$ cat src/hdl/pedc_pkg.sv
// Shared types, constants and codes for the periodic emitter with distance cull.
package pedc_pkg;

    localparam int ID_LIMIT_DEF    = 80;
    localparam int COORD_WIDTH_DEF = 24;

    localparam int TIME_W      = 32;
    localparam int INTERVAL_W  = 31;
    localparam int RADIUS_W    = 23;
    localparam int ID_W        = 7;
    localparam int CFG_DATA_W  = 32;
    localparam int CFG_INDEX_W = 3;

    // Coordinate differences are formed at this width and saturated to MAG_W bits.
    localparam int DIFF_CALC_W = 34;
    localparam int MAG_W       = 24;
    localparam logic [MAG_W-1:0] DIFF_SAT = MAG_W'(24'h800000);
    localparam int SQ_W        = 2 * MAG_W;
    localparam int SQ_CNT_W    = 2;

    localparam int FIFO_DEPTH  = 2;

    // Remainder unit: DIV_BITS quotient bits per cycle; DIV_STEPS is the number of steps.
    localparam int DIV_BITS    = 4;
    localparam int DIV_STEPS   = 8;
    localparam int DIV_SHIFT_W = DIV_BITS * DIV_STEPS;
    localparam int DIV_CNT_W   = $clog2(DIV_STEPS);

    typedef enum logic [CFG_INDEX_W-1:0] {
        REG_EMIT_INTERVAL = 3'd0,
        REG_CULL_RADIUS   = 3'd1,
        REG_EFFECT_ID     = 3'd2,
        REG_DIR_X         = 3'd3,
        REG_DIR_Y         = 3'd4,
        REG_DIR_Z         = 3'd5
    } cfg_reg_t;

    typedef enum logic [2:0] {
        OUT_NOT_DUE       = 3'd0,
        OUT_CULLED        = 3'd1,
        OUT_PLAY_ORIGIN   = 3'd2,
        OUT_PLAY_ORIENTED = 3'd3,
        OUT_BAD_ID        = 3'd4
    } outcome_t;

    typedef enum logic [2:0] {
        B_IDLE,
        B_CADENCE,
        B_DIVIDE,
        B_SQUARE,
        B_COMPARE,
        B_EMIT
    } back_state_t;

    // Configuration as the back end sees it.
    typedef struct packed {
        logic [INTERVAL_W-1:0] interval;   // zero already mapped to one
        logic [RADIUS_W-1:0]   radius;
        logic [ID_W-1:0]       effect_id;
        logic                  oriented;   // some direction component is nonzero
    } cfg_t;

    // One queued word: tick time and saturated separation magnitudes.
    typedef struct packed {
        logic [TIME_W-1:0] now_time;
        logic [MAG_W-1:0]  dx;
        logic [MAG_W-1:0]  dy;
        logic [MAG_W-1:0]  dz;
    } item_t;

endpackage

$ cat src/hdl/pedc_front.sv
// Front end: accepts tick words and reduces positions to saturated separations.
module pedc_front #(
    parameter int COORD_WIDTH = pedc_pkg::COORD_WIDTH_DEF
) (
    input  logic                          item_valid,
    output logic                          item_stall,
    input  logic signed [31:0]            now_time,
    input  logic signed [COORD_WIDTH-1:0] emit_x,
    input  logic signed [COORD_WIDTH-1:0] emit_y,
    input  logic signed [COORD_WIDTH-1:0] emit_z,
    input  logic signed [COORD_WIDTH-1:0] view_x,
    input  logic signed [COORD_WIDTH-1:0] view_y,
    input  logic signed [COORD_WIDTH-1:0] view_z,
    input  logic                          fifo_full,
    output logic                          fifo_push,
    output pedc_pkg::item_t               fifo_item
);
    import pedc_pkg::*;

    function automatic logic [MAG_W-1:0] sat_mag(
        input logic signed [DIFF_CALC_W-1:0] a,
        input logic signed [DIFF_CALC_W-1:0] b
    );
        logic signed [DIFF_CALC_W-1:0] d;
        logic [DIFF_CALC_W-1:0]        m;
        d = a - b;
        m = d[DIFF_CALC_W-1] ? DIFF_CALC_W'(-d) : DIFF_CALC_W'(d);
        if (m > DIFF_CALC_W'(DIFF_SAT)) begin
            return DIFF_SAT;
        end
        return m[MAG_W-1:0];
    endfunction

    logic signed [DIFF_CALC_W-1:0] ex;
    logic signed [DIFF_CALC_W-1:0] ey;
    logic signed [DIFF_CALC_W-1:0] ez;
    logic signed [DIFF_CALC_W-1:0] vx;
    logic signed [DIFF_CALC_W-1:0] vy;
    logic signed [DIFF_CALC_W-1:0] vz;

    assign ex = DIFF_CALC_W'(emit_x);
    assign ey = DIFF_CALC_W'(emit_y);
    assign ez = DIFF_CALC_W'(emit_z);
    assign vx = DIFF_CALC_W'(view_x);
    assign vy = DIFF_CALC_W'(view_y);
    assign vz = DIFF_CALC_W'(view_z);

    assign item_stall = fifo_full;
    assign fifo_push  = item_valid && !fifo_full;

    always_comb
    begin
        fifo_item.now_time = now_time;
        fifo_item.dx       = sat_mag(ex, vx);
        fifo_item.dy       = sat_mag(ey, vy);
        fifo_item.dz       = sat_mag(ez, vz);
    end

endmodule

$ cat src/hdl/pedc_fifo.sv
// Short word queue between the front end and the back end.
module pedc_fifo #(
    parameter int DEPTH = pedc_pkg::FIFO_DEPTH
) (
    input  logic            clk,
    input  logic            rst_n,
    input  logic            push,
    input  pedc_pkg::item_t push_item,
    output logic            full,
    input  logic            pop,
    output logic            empty,
    output pedc_pkg::item_t pop_item
);
    import pedc_pkg::*;

    localparam int PTR_W = (DEPTH > 1) ? $clog2(DEPTH) : 1;
    localparam int CNT_W = $clog2(DEPTH + 1);

    item_t            mem [DEPTH];
    logic [PTR_W-1:0] wr_ptr_reg;
    logic [PTR_W-1:0] wr_ptr_next;
    logic [PTR_W-1:0] rd_ptr_reg;
    logic [PTR_W-1:0] rd_ptr_next;
    logic [CNT_W-1:0] count_reg;
    logic [CNT_W-1:0] count_next;

    assign full     = count_reg == CNT_W'(DEPTH);
    assign empty    = count_reg == '0;
    assign pop_item = mem[rd_ptr_reg];

    always_comb
    begin
        wr_ptr_next = wr_ptr_reg;
        rd_ptr_next = rd_ptr_reg;
        count_next  = count_reg;
        if (push) begin
            wr_ptr_next = (wr_ptr_reg == PTR_W'(DEPTH - 1)) ? '0 : wr_ptr_reg + 1'b1;
        end
        if (pop) begin
            rd_ptr_next = (rd_ptr_reg == PTR_W'(DEPTH - 1)) ? '0 : rd_ptr_reg + 1'b1;
        end
        if (push && !pop) begin
            count_next = count_reg + 1'b1;
        end else if (pop && !push) begin
            count_next = count_reg - 1'b1;
        end
    end

    always_ff @(posedge clk or negedge rst_n)
    begin
        if (!rst_n) begin
            wr_ptr_reg <= '0;
            rd_ptr_reg <= '0;
            count_reg  <= '0;
        end else begin
            wr_ptr_reg <= wr_ptr_next;
            rd_ptr_reg <= rd_ptr_next;
            count_reg  <= count_next;
        end
    end

    always_ff @(posedge clk)
    begin
        if (push) begin
            mem[wr_ptr_reg] <= push_item;
        end
    end

endmodule

$ cat src/hdl/pedc_rem.sv
// Iterative remainder unit, several restoring steps per cycle.
module pedc_rem (
    input  logic                            clk,
    input  logic                            rst_n,
    input  logic                            start,
    input  logic [pedc_pkg::INTERVAL_W-1:0] dividend,
    input  logic [pedc_pkg::INTERVAL_W-1:0] divisor,
    output logic                            done,
    output logic [pedc_pkg::INTERVAL_W-1:0] rem
);
    import pedc_pkg::*;

    logic                   busy_reg;
    logic                   busy_next;
    logic                   done_reg;
    logic                   done_next;
    logic [DIV_CNT_W-1:0]   cnt_reg;
    logic [DIV_CNT_W-1:0]   cnt_next;
    logic [DIV_SHIFT_W-1:0] shift_reg;
    logic [DIV_SHIFT_W-1:0] shift_next;
    logic [INTERVAL_W-1:0]  rem_reg;
    logic [INTERVAL_W-1:0]  rem_next;

    assign done = done_reg;
    assign rem  = rem_reg;

    // Bring down DIV_BITS dividend bits; the partial remainder stays below the divisor.
    always_comb
    begin
        logic [INTERVAL_W:0]    t;
        logic [INTERVAL_W-1:0]  r;
        logic [DIV_SHIFT_W-1:0] s;
        r = rem_reg;
        s = shift_reg;
        for (int i = 0; i < DIV_BITS; i++) begin
            t = {r, s[DIV_SHIFT_W-1]};
            s = {s[DIV_SHIFT_W-2:0], 1'b0};
            if (t >= {1'b0, divisor}) begin
                t = t - {1'b0, divisor};
            end
            r = t[INTERVAL_W-1:0];
        end
        rem_next   = r;
        shift_next = s;
    end

    always_comb
    begin
        busy_next = busy_reg;
        done_next = 1'b0;
        cnt_next  = cnt_reg;
        if (start) begin
            busy_next = 1'b1;
            cnt_next  = '0;
        end else if (busy_reg) begin
            cnt_next = cnt_reg + 1'b1;
            if (cnt_reg == DIV_CNT_W'(DIV_STEPS - 1)) begin
                busy_next = 1'b0;
                done_next = 1'b1;
            end
        end
    end

    always_ff @(posedge clk or negedge rst_n)
    begin
        if (!rst_n) begin
            busy_reg <= 1'b0;
            done_reg <= 1'b0;
            cnt_reg  <= '0;
        end else begin
            busy_reg <= busy_next;
            done_reg <= done_next;
            cnt_reg  <= cnt_next;
        end
    end

    always_ff @(posedge clk)
    begin
        if (start) begin
            shift_reg <= DIV_SHIFT_W'(dividend);
            rem_reg   <= '0;
        end else if (busy_reg) begin
            shift_reg <= shift_next;
            rem_reg   <= rem_next;
        end
    end

endmodule

$ cat src/hdl/pedc_back.sv
// Back end: cadence tracking, distance cull and result register.
module pedc_back #(
    parameter int ID_LIMIT = pedc_pkg::ID_LIMIT_DEF
) (
    input  logic                      clk,
    input  logic                      rst_n,
    input  logic                      fifo_empty,
    input  pedc_pkg::item_t           fifo_item,
    output logic                      fifo_pop,
    input  pedc_pkg::cfg_t            cfg,
    output logic                      result_valid,
    input  logic                      result_stall,
    output pedc_pkg::outcome_t        outcome,
    output logic [pedc_pkg::ID_W-1:0] play_id
);
    import pedc_pkg::*;

    back_state_t           state_reg;
    back_state_t           state_next;
    item_t                 item_reg;
    logic [TIME_W-1:0]     next_emit_reg;
    logic [TIME_W-1:0]     next_emit_next;
    logic                  next_emit_we;
    outcome_t              res_outcome_reg;
    outcome_t              res_outcome_next;
    logic [ID_W-1:0]       res_id_reg;
    logic [ID_W-1:0]       res_id_next;
    logic                  res_we;
    logic [SQ_CNT_W-1:0]   sq_cnt_reg;
    logic [SQ_CNT_W-1:0]   sq_cnt_next;
    logic                  sq_run;
    logic [SQ_W-1:0]       prod_reg;
    logic [SQ_W-1:0]       prod_next;
    logic [SQ_W-1:0]       acc_reg;
    logic [SQ_W-1:0]       acc_next;
    logic                  out_valid_reg;
    logic                  out_valid_next;
    outcome_t              out_outcome_reg;
    logic [ID_W-1:0]       out_id_reg;
    logic                  out_load;

    logic                  div_start;
    logic                  div_done;
    logic [INTERVAL_W-1:0] div_rem;
    logic [INTERVAL_W-1:0] div_dividend;

    logic [TIME_W-1:0]     elapsed;
    logic [TIME_W-1:0]     elapsed_m1;
    logic [TIME_W-1:0]     ivl_ext;
    logic [TIME_W-1:0]     next_from_div;
    logic                  at_or_before;
    logic                  not_due;
    logic                  one_step;
    logic                  cull_on;
    logic                  id_bad;
    outcome_t              play_res;
    back_state_t           fire_state;
    logic [MAG_W-1:0]      sq_op;
    logic                  in_range;
    logic                  out_free;

    assign elapsed       = item_reg.now_time - next_emit_reg;
    assign elapsed_m1    = elapsed - TIME_W'(1);
    assign div_dividend  = elapsed_m1[INTERVAL_W-1:0];
    assign ivl_ext       = {1'b0, cfg.interval};
    assign at_or_before  = $signed(item_reg.now_time) <= $signed(next_emit_reg);
    assign not_due       = $signed(elapsed) < $signed(ivl_ext);
    assign one_step      = elapsed == ivl_ext;
    // Catch-up lands on now - 1 - ((elapsed - 1) mod interval).
    assign next_from_div = item_reg.now_time + ~{1'b0, div_rem};

    assign cull_on    = cfg.radius != '0;
    assign id_bad     = (cfg.effect_id == '0) ||
                        ({1'b0, cfg.effect_id} >= (ID_W + 1)'(ID_LIMIT));
    assign play_res   = id_bad ? OUT_BAD_ID :
                        (cfg.oriented ? OUT_PLAY_ORIENTED : OUT_PLAY_ORIGIN);
    assign fire_state = cull_on ? B_SQUARE : B_EMIT;
    assign in_range   = acc_reg < prod_reg;
    assign out_free   = !out_valid_reg || !result_stall;

    assign result_valid = out_valid_reg;
    assign outcome      = out_outcome_reg;
    assign play_id      = out_id_reg;

    pedc_rem u_rem (
        .clk      (clk),
        .rst_n    (rst_n),
        .start    (div_start),
        .dividend (div_dividend),
        .divisor  (cfg.interval),
        .done     (div_done),
        .rem      (div_rem)
    );

    // One shared squarer: dx, dy, dz, then the radius.
    always_comb
    begin
        unique case (sq_cnt_reg)
            2'd0:    sq_op = item_reg.dx;
            2'd1:    sq_op = item_reg.dy;
            2'd2:    sq_op = item_reg.dz;
            default: sq_op = MAG_W'(cfg.radius);
        endcase
        prod_next = sq_op * sq_op;
        acc_next  = (sq_cnt_reg == 2'd1) ? prod_reg : acc_reg + prod_reg;
        sq_cnt_next = sq_cnt_reg + 1'b1;
    end

    always_comb
    begin
        state_next = state_reg;
        unique case (state_reg)
            B_IDLE:
            begin
                if (!fifo_empty) begin
                    state_next = B_CADENCE;
                end
            end
            B_CADENCE:
            begin
                priority if (at_or_before || one_step) begin
                    state_next = fire_state;
                end else if (not_due) begin
                    state_next = B_EMIT;
                end else begin
                    state_next = B_DIVIDE;
                end
            end
            B_DIVIDE:
            begin
                if (div_done) begin
                    state_next = fire_state;
                end
            end
            B_SQUARE:
            begin
                if (sq_cnt_reg == SQ_CNT_W'(3)) begin
                    state_next = B_COMPARE;
                end
            end
            B_COMPARE:
            begin
                state_next = B_EMIT;
            end
            B_EMIT:
            begin
                if (out_free) begin
                    state_next = B_IDLE;
                end
            end
            default:
            begin
                state_next = B_IDLE;
            end
        endcase
    end

    always_comb
    begin
        fifo_pop         = 1'b0;
        div_start        = 1'b0;
        next_emit_we     = 1'b0;
        next_emit_next   = item_reg.now_time;
        res_we           = 1'b0;
        res_outcome_next = play_res;
        res_id_next      = cfg.effect_id;
        sq_run           = 1'b0;
        out_load         = 1'b0;
        unique case (state_reg)
            B_IDLE:
            begin
                fifo_pop = !fifo_empty;
            end
            B_CADENCE:
            begin
                priority if (at_or_before || one_step) begin
                    next_emit_we = 1'b1;
                    res_we       = 1'b1;
                end else if (not_due) begin
                    res_we           = 1'b1;
                    res_outcome_next = OUT_NOT_DUE;
                    res_id_next      = '0;
                end else begin
                    div_start = 1'b1;
                end
            end
            B_DIVIDE:
            begin
                if (div_done) begin
                    next_emit_we   = 1'b1;
                    next_emit_next = next_from_div;
                    res_we         = 1'b1;
                end
            end
            B_SQUARE:
            begin
                sq_run = 1'b1;
            end
            B_COMPARE:
            begin
                if (!in_range) begin
                    res_we           = 1'b1;
                    res_outcome_next = OUT_CULLED;
                    res_id_next      = '0;
                end
            end
            B_EMIT:
            begin
                out_load = out_free;
            end
            default:
            begin
                fifo_pop = 1'b0;
            end
        endcase
    end

    assign out_valid_next = out_load || (out_valid_reg && result_stall);

    always_ff @(posedge clk or negedge rst_n)
    begin
        if (!rst_n) begin
            state_reg     <= B_IDLE;
            next_emit_reg <= '0;
            sq_cnt_reg    <= '0;
            out_valid_reg <= 1'b0;
        end else begin
            state_reg     <= state_next;
            out_valid_reg <= out_valid_next;
            if (next_emit_we) begin
                next_emit_reg <= next_emit_next;
            end
            if (sq_run) begin
                sq_cnt_reg <= sq_cnt_next;
            end
        end
    end

    always_ff @(posedge clk)
    begin
        if (fifo_pop) begin
            item_reg <= fifo_item;
        end
        if (res_we) begin
            res_outcome_reg <= res_outcome_next;
            res_id_reg      <= res_id_next;
        end
        if (sq_run) begin
            prod_reg <= prod_next;
            if (sq_cnt_reg != '0) begin
                acc_reg <= acc_next;
            end
        end
        if (out_load) begin
            out_outcome_reg <= res_outcome_reg;
            out_id_reg      <= res_id_reg;
        end
    end

endmodule

$ cat src/hdl/periodic_emitter_distance_cull.sv
// The back-end sequencer handles one word at a time, from acceptance to result; its
// longest path is catch-up in the remainder unit (4 bits per cycle) followed by the
// cull on the shared squarer, and a tick that is not due skips both. A two-word queue
// lets the front keep accepting.
// Reset clears the next-emit time and the queue and returns the registers to their
// reset values (interval 1, all others 0); no clearing pass follows.
module periodic_emitter_distance_cull #(
    parameter int ID_LIMIT    = pedc_pkg::ID_LIMIT_DEF,
    parameter int COORD_WIDTH = pedc_pkg::COORD_WIDTH_DEF
) (
    input  logic                               clk,
    input  logic                               rst_n,
    input  logic                               item_valid,
    output logic                               item_stall,
    input  logic signed [31:0]                 now_time,
    input  logic signed [COORD_WIDTH-1:0]      emit_x,
    input  logic signed [COORD_WIDTH-1:0]      emit_y,
    input  logic signed [COORD_WIDTH-1:0]      emit_z,
    input  logic signed [COORD_WIDTH-1:0]      view_x,
    input  logic signed [COORD_WIDTH-1:0]      view_y,
    input  logic signed [COORD_WIDTH-1:0]      view_z,
    output logic                               result_valid,
    input  logic                               result_stall,
    output logic [2:0]                         outcome,
    output logic [pedc_pkg::ID_W-1:0]          play_id,
    input  logic                               cfg_valid,
    output logic                               cfg_ready,
    input  logic [pedc_pkg::CFG_INDEX_W-1:0]   cfg_index,
    input  logic [pedc_pkg::CFG_DATA_W-1:0]    cfg_data
);
    import pedc_pkg::*;

    logic [INTERVAL_W-1:0]  emit_interval_reg;
    logic [RADIUS_W-1:0]    cull_radius_reg;
    logic [ID_W-1:0]        effect_id_reg;
    logic [COORD_WIDTH-1:0] dir_x_reg;
    logic [COORD_WIDTH-1:0] dir_y_reg;
    logic [COORD_WIDTH-1:0] dir_z_reg;
    logic                   cfg_we;

    cfg_t     cfg;
    item_t    push_item;
    item_t    pop_item;
    logic     fifo_push;
    logic     fifo_pop;
    logic     fifo_full;
    logic     fifo_empty;
    outcome_t back_outcome;

    assign cfg_ready = 1'b1;
    assign cfg_we    = cfg_valid && cfg_ready;

    always_ff @(posedge clk or negedge rst_n)
    begin
        if (!rst_n) begin
            emit_interval_reg <= INTERVAL_W'(1);
            cull_radius_reg   <= '0;
            effect_id_reg     <= '0;
            dir_x_reg         <= '0;
            dir_y_reg         <= '0;
            dir_z_reg         <= '0;
        end else if (cfg_we) begin
            unique case (cfg_reg_t'(cfg_index))
                REG_EMIT_INTERVAL: emit_interval_reg <= cfg_data[INTERVAL_W-1:0];
                REG_CULL_RADIUS:   cull_radius_reg   <= cfg_data[RADIUS_W-1:0];
                REG_EFFECT_ID:     effect_id_reg     <= cfg_data[ID_W-1:0];
                REG_DIR_X:         dir_x_reg         <= cfg_data[COORD_WIDTH-1:0];
                REG_DIR_Y:         dir_y_reg         <= cfg_data[COORD_WIDTH-1:0];
                REG_DIR_Z:         dir_z_reg         <= cfg_data[COORD_WIDTH-1:0];
                default:           effect_id_reg     <= effect_id_reg;
            endcase
        end
    end

    // A zero interval behaves as one.
    always_comb
    begin
        cfg.interval  = (emit_interval_reg == '0) ? INTERVAL_W'(1) : emit_interval_reg;
        cfg.radius    = cull_radius_reg;
        cfg.effect_id = effect_id_reg;
        cfg.oriented  = (dir_x_reg != '0) || (dir_y_reg != '0) || (dir_z_reg != '0);
    end

    pedc_front #(
        .COORD_WIDTH (COORD_WIDTH)
    ) u_front (
        .item_valid (item_valid),
        .item_stall (item_stall),
        .now_time   (now_time),
        .emit_x     (emit_x),
        .emit_y     (emit_y),
        .emit_z     (emit_z),
        .view_x     (view_x),
        .view_y     (view_y),
        .view_z     (view_z),
        .fifo_full  (fifo_full),
        .fifo_push  (fifo_push),
        .fifo_item  (push_item)
    );

    pedc_fifo #(
        .DEPTH (FIFO_DEPTH)
    ) u_fifo (
        .clk       (clk),
        .rst_n     (rst_n),
        .push      (fifo_push),
        .push_item (push_item),
        .full      (fifo_full),
        .pop       (fifo_pop),
        .empty     (fifo_empty),
        .pop_item  (pop_item)
    );

    pedc_back #(
        .ID_LIMIT (ID_LIMIT)
    ) u_back (
        .clk          (clk),
        .rst_n        (rst_n),
        .fifo_empty   (fifo_empty),
        .fifo_item    (pop_item),
        .fifo_pop     (fifo_pop),
        .cfg          (cfg),
        .result_valid (result_valid),
        .result_stall (result_stall),
        .outcome      (back_outcome),
        .play_id      (play_id)
    );

    assign outcome = back_outcome;

endmodule
$ cat config.mk
export PLATFORM = sky130hd
export DESIGN_NAME = periodic_emitter_distance_cull
export DESIGN_NICKNAME = d
export VERILOG_FILES = /design/src/hdl/pedc_pkg.sv /design/src/hdl/pedc_front.sv /design/src/hdl/pedc_fifo.sv /design/src/hdl/pedc_rem.sv /design/src/hdl/pedc_back.sv /design/src/hdl/periodic_emitter_distance_cull.sv
export SDC_FILE = /design/constraint.sdc
export NUM_CORES = 2
export LEC_CHECK = 0
export BUFFER_PORTS_ARGS = -buffer_cell sky130_fd_sc_hd__buf_2
export CELL_PAD_IN_SITES_DETAIL_PLACEMENT = 1
export CELL_PAD_IN_SITES_GLOBAL_PLACEMENT = 2
export CORE_MARGIN = 4
export CORE_UTILIZATION = 45
export DETAILED_ROUTE_END_ITERATION = 12
export GPL_TIMING_DRIVEN = 0
export PLACE_DENSITY = 0.95
export REMOVE_ABC_BUFFERS = 1
export SLEW_MARGIN = 10
export SYNTH_ARGS = -nofsm -noshare
export SYNTH_HDL_FRONTEND = slang
export SYNTH_SLANG_ARGS = --single-unit
export TNS_END_PERCENT = 20
$ cat constraint.sdc
create_clock -name clk -period 21.1 [get_ports clk]
set_input_delay 3.165 -clock clk [delete_from_list [all_inputs] [get_ports clk]]
set_output_delay 3.165 -clock clk [all_outputs]
set_load 0.03 [all_outputs]
==> impl_metrics.yaml <==
run_status:
  status: "completed"
grt:
  grt.overflow.total: 0
  grt_pass1_vias: 54400
  gr-usage-all-layers_pct: 26.4
  grt_start_max_net_pins: 114
  antenna_found_initial: 8
  grt_pass1_wl_um: 307000
worst_setup_path:
  worst_r2r_path_depth: 50
  cp.required_ps: 21660
  crit_path_frequent_cell: "a21oi_1"
  critPathMaxStageDelay_ps: 810
  reg2reg_from: "emit_interval_reg[23]"
  reg2reg_slack_ps: 3330
  arrival_ps: 18330
  worstSetupPathType: "flop to flop"
  worstSetupEndpoint: "u_back.u_rem.rem[3]"
  end_kind: "flop"
  startpoint_type: "flop"
  startpoint: "emit_interval_reg[23]"
  rr_endpoint: "u_back.u_rem.rem[3]"
  path_max_fanout: 28
  critPathSlowestCell: "o21bai_1"
clock_network:
  cts_tree: "done"
  root_buffer: "clkbuf_16"
  cts_inserted_buffers: 78
  clk_pin_slew_ps: 60
  postCtsHoldBufs: 0
  clk_latency_ps: 690
  htree_levels: 3
  clk_path_buf_depth: 3
  clock_sinks: 670
  cts_setup_buffers: 0
  cts_resized: 0
routing:
  vias: 50800
  drtIter0Drc: 3444
  drc: 0
  routed_wl_um: 197000
  wl_per_cell_um: 22.6
  drt_pre_antenna_iters: 5
  antenna_left: 0
  viasPerCell: 5.83
floorplanning:
  die_x_um: 383
  coreArea_um2: 140000
  io_pins: 229
  placementRows: 137
  die_h_um: 383
  die_area_um2: 147000
  start_util_pct: 45.3
synthesis:
  synthCells: 6615
  ys_warn_count: 0
  ys_seq_area_share_pct: 29.9
  yosysTopAreaCellShare_pct: 21.7
  ys_top_cells_by_count: "inv_1 (887), ha_1 (570), nor2_1 (538)"
  synth_area_per_cell_um2: 9.56
  yosys.area.top_type: "edfxtp_1"
  synthTopCellsByArea: "edfxtp_1 (22%), fa_1 (14%), ha_1 (11%), dfrtp_1 (7.1%), inv_1 (5.3%)"
  ys_types: 105
  ys_async_sr_fraction_pct: 26.9
  synth_flop_cell: "edfxtp_1"
  syn_area_um2: 63200
  synth_edf_count: 458
  ys_ff_latch: 670
  synth.most_common_cell: "inv_1"
layout:
  area_delta_synth_final_pct: 9.89
  finalNetCount: 7988
  drive_gt1_share_pct: 11.2
  largest_reg_flops: 208
  final_cells: 8715
  fill_cells: 15800
worst_hold_path:
  hp-class: "flop to flop"
placed_design:
  place_hpwl_um: 156000
  dp_cells: 8564
  post-place-ws_ps: 3230
  gp_congestion: 0.903
  io_buffers: 226
sta:
  fmax_ghz: 0.0563
  tns_ps: 0
  drv_slew: 0
  relSlewSlack_pct: 7.33
  finalHoldViolCount: 0
  fin_worst_skew_ps: 47.8
  setup_ws_ps: 3330
  min_period_ps: 17770
  final-setup-viol-count: 0
  rsz0062_at_grt: "no"
  max_slew.worst_pin.slew_ps: 1390
  fin_crit_sh_pct: 84.2
run:
  drv_cap: 0
-- worst min path at each step --
| stage | cells after the start | end | start | slack, ps |
|---|---|---|---|---|
| finish | 0 | u_back.play_id[1] | u_back.res_id_reg[1] | 400 |
| global route | 0 | u_back.play_id[1] | u_back.res_id_reg[1] | 430 |
| CTS | 0 | u_back.play_id[1] | u_back.res_id_reg[1] | 420 |
| detailed placement | 0 | u_back.play_id[3] | u_back.res_id_reg[3] | 410 |
| global placement | 0 | u_back.play_id[3] | u_back.res_id_reg[3] | 400 |
| floorplan | 0 | u_back.outcome[0] | u_back.res_outcome_reg[0] | 400 |
-- cell type report --
class                      count  area [um2]  area share, %
inverter                     896        3370           4.85
sequential                   670       18900           27.2
clock inverter                46         485          0.699
clock buffer                  99        2100           3.03
timing repair buffer         272        1860           2.67
multi-input combinational   4853       40400           58.2
antenna                        3        7.51         0.0108
tap                         1876        2350           3.38
-- cells in the final DEF, fill, tap and decap left out, types with 32 or more instances in the layout --
master	count
a31oi_1	69
nor2b_1	49
a211oi_1	66
o21ai_0	308
and3_1	43
xnor2_1	233
fa_1	431
nand4_1	60
mux2_2	266
buf_2	228
a21oi_1	410
nand3_1	90
nor2_1	535
dfxtp_1	32
o21bai_1	45
clkbuf_16	79
xor2_1	152
mux2i_1	54
nor4_1	66
inv_1	885
nand2_1	465
o211ai_1	42
ha_1	569
a21o_1	154
nand2b_1	66
or3_1	36
dfrtp_1	177
edfxtp_1	458
nor3_1	91
o22ai_1	32
o21a_1	71
-- worst max-delay path: cells and delay by family, from the launching register on --
kind	cells	cell delay, ps
AOI/OAI and AO/OA	27	9340
and+or+nand+nor	12	3970
adders and majority gates	5	1920
muxes	3	1290
buffers and inverters	3	580
DFF	1	430
-- cells by family (layout without fill, tap and decap cells) --
logic type	Yosys count	count (layout)	synth area share (%)
DFF	670	670	29.9
xor gates and xnor gates	385	385	5.33
buffers and inverters	1092	1313	6.59
and+or+nand+nor	1664	1664	12.4
muxes	333	333	5.82
other	1	4	0.00593
AOI/OAI and AO/OA	1469	1469	15.0
adders and majority gates	1001	1001	24.9
-- per-layer routing --
metal	up-vias	wire length [um]	GRT usage [%]
met4	2	5980	7.96
met5	-	13	0
met1	25800	86000	35.2
met3	292	11400	3.90
li1	23400	-	-
met2	1297	93400	44.5
-- stage by stage --
step | instance area, um2 | utilization, % | hold WS (ps)
6_report | 69500 | 49.8 | 405
3_5_place_dp | 66800 | 47.9 | 407
4_1_cts | 69400 | 49.8 | 419
2_1_floorplan | 62400 | - | 400
5_1_grt | 69500 | 49.8 | 426
3_3_place_gp | 65900 | 47.2 | 404
Power is not shown: default switching activity piles up to over one toggle a cycle in this logic, so the estimate is an artifact.
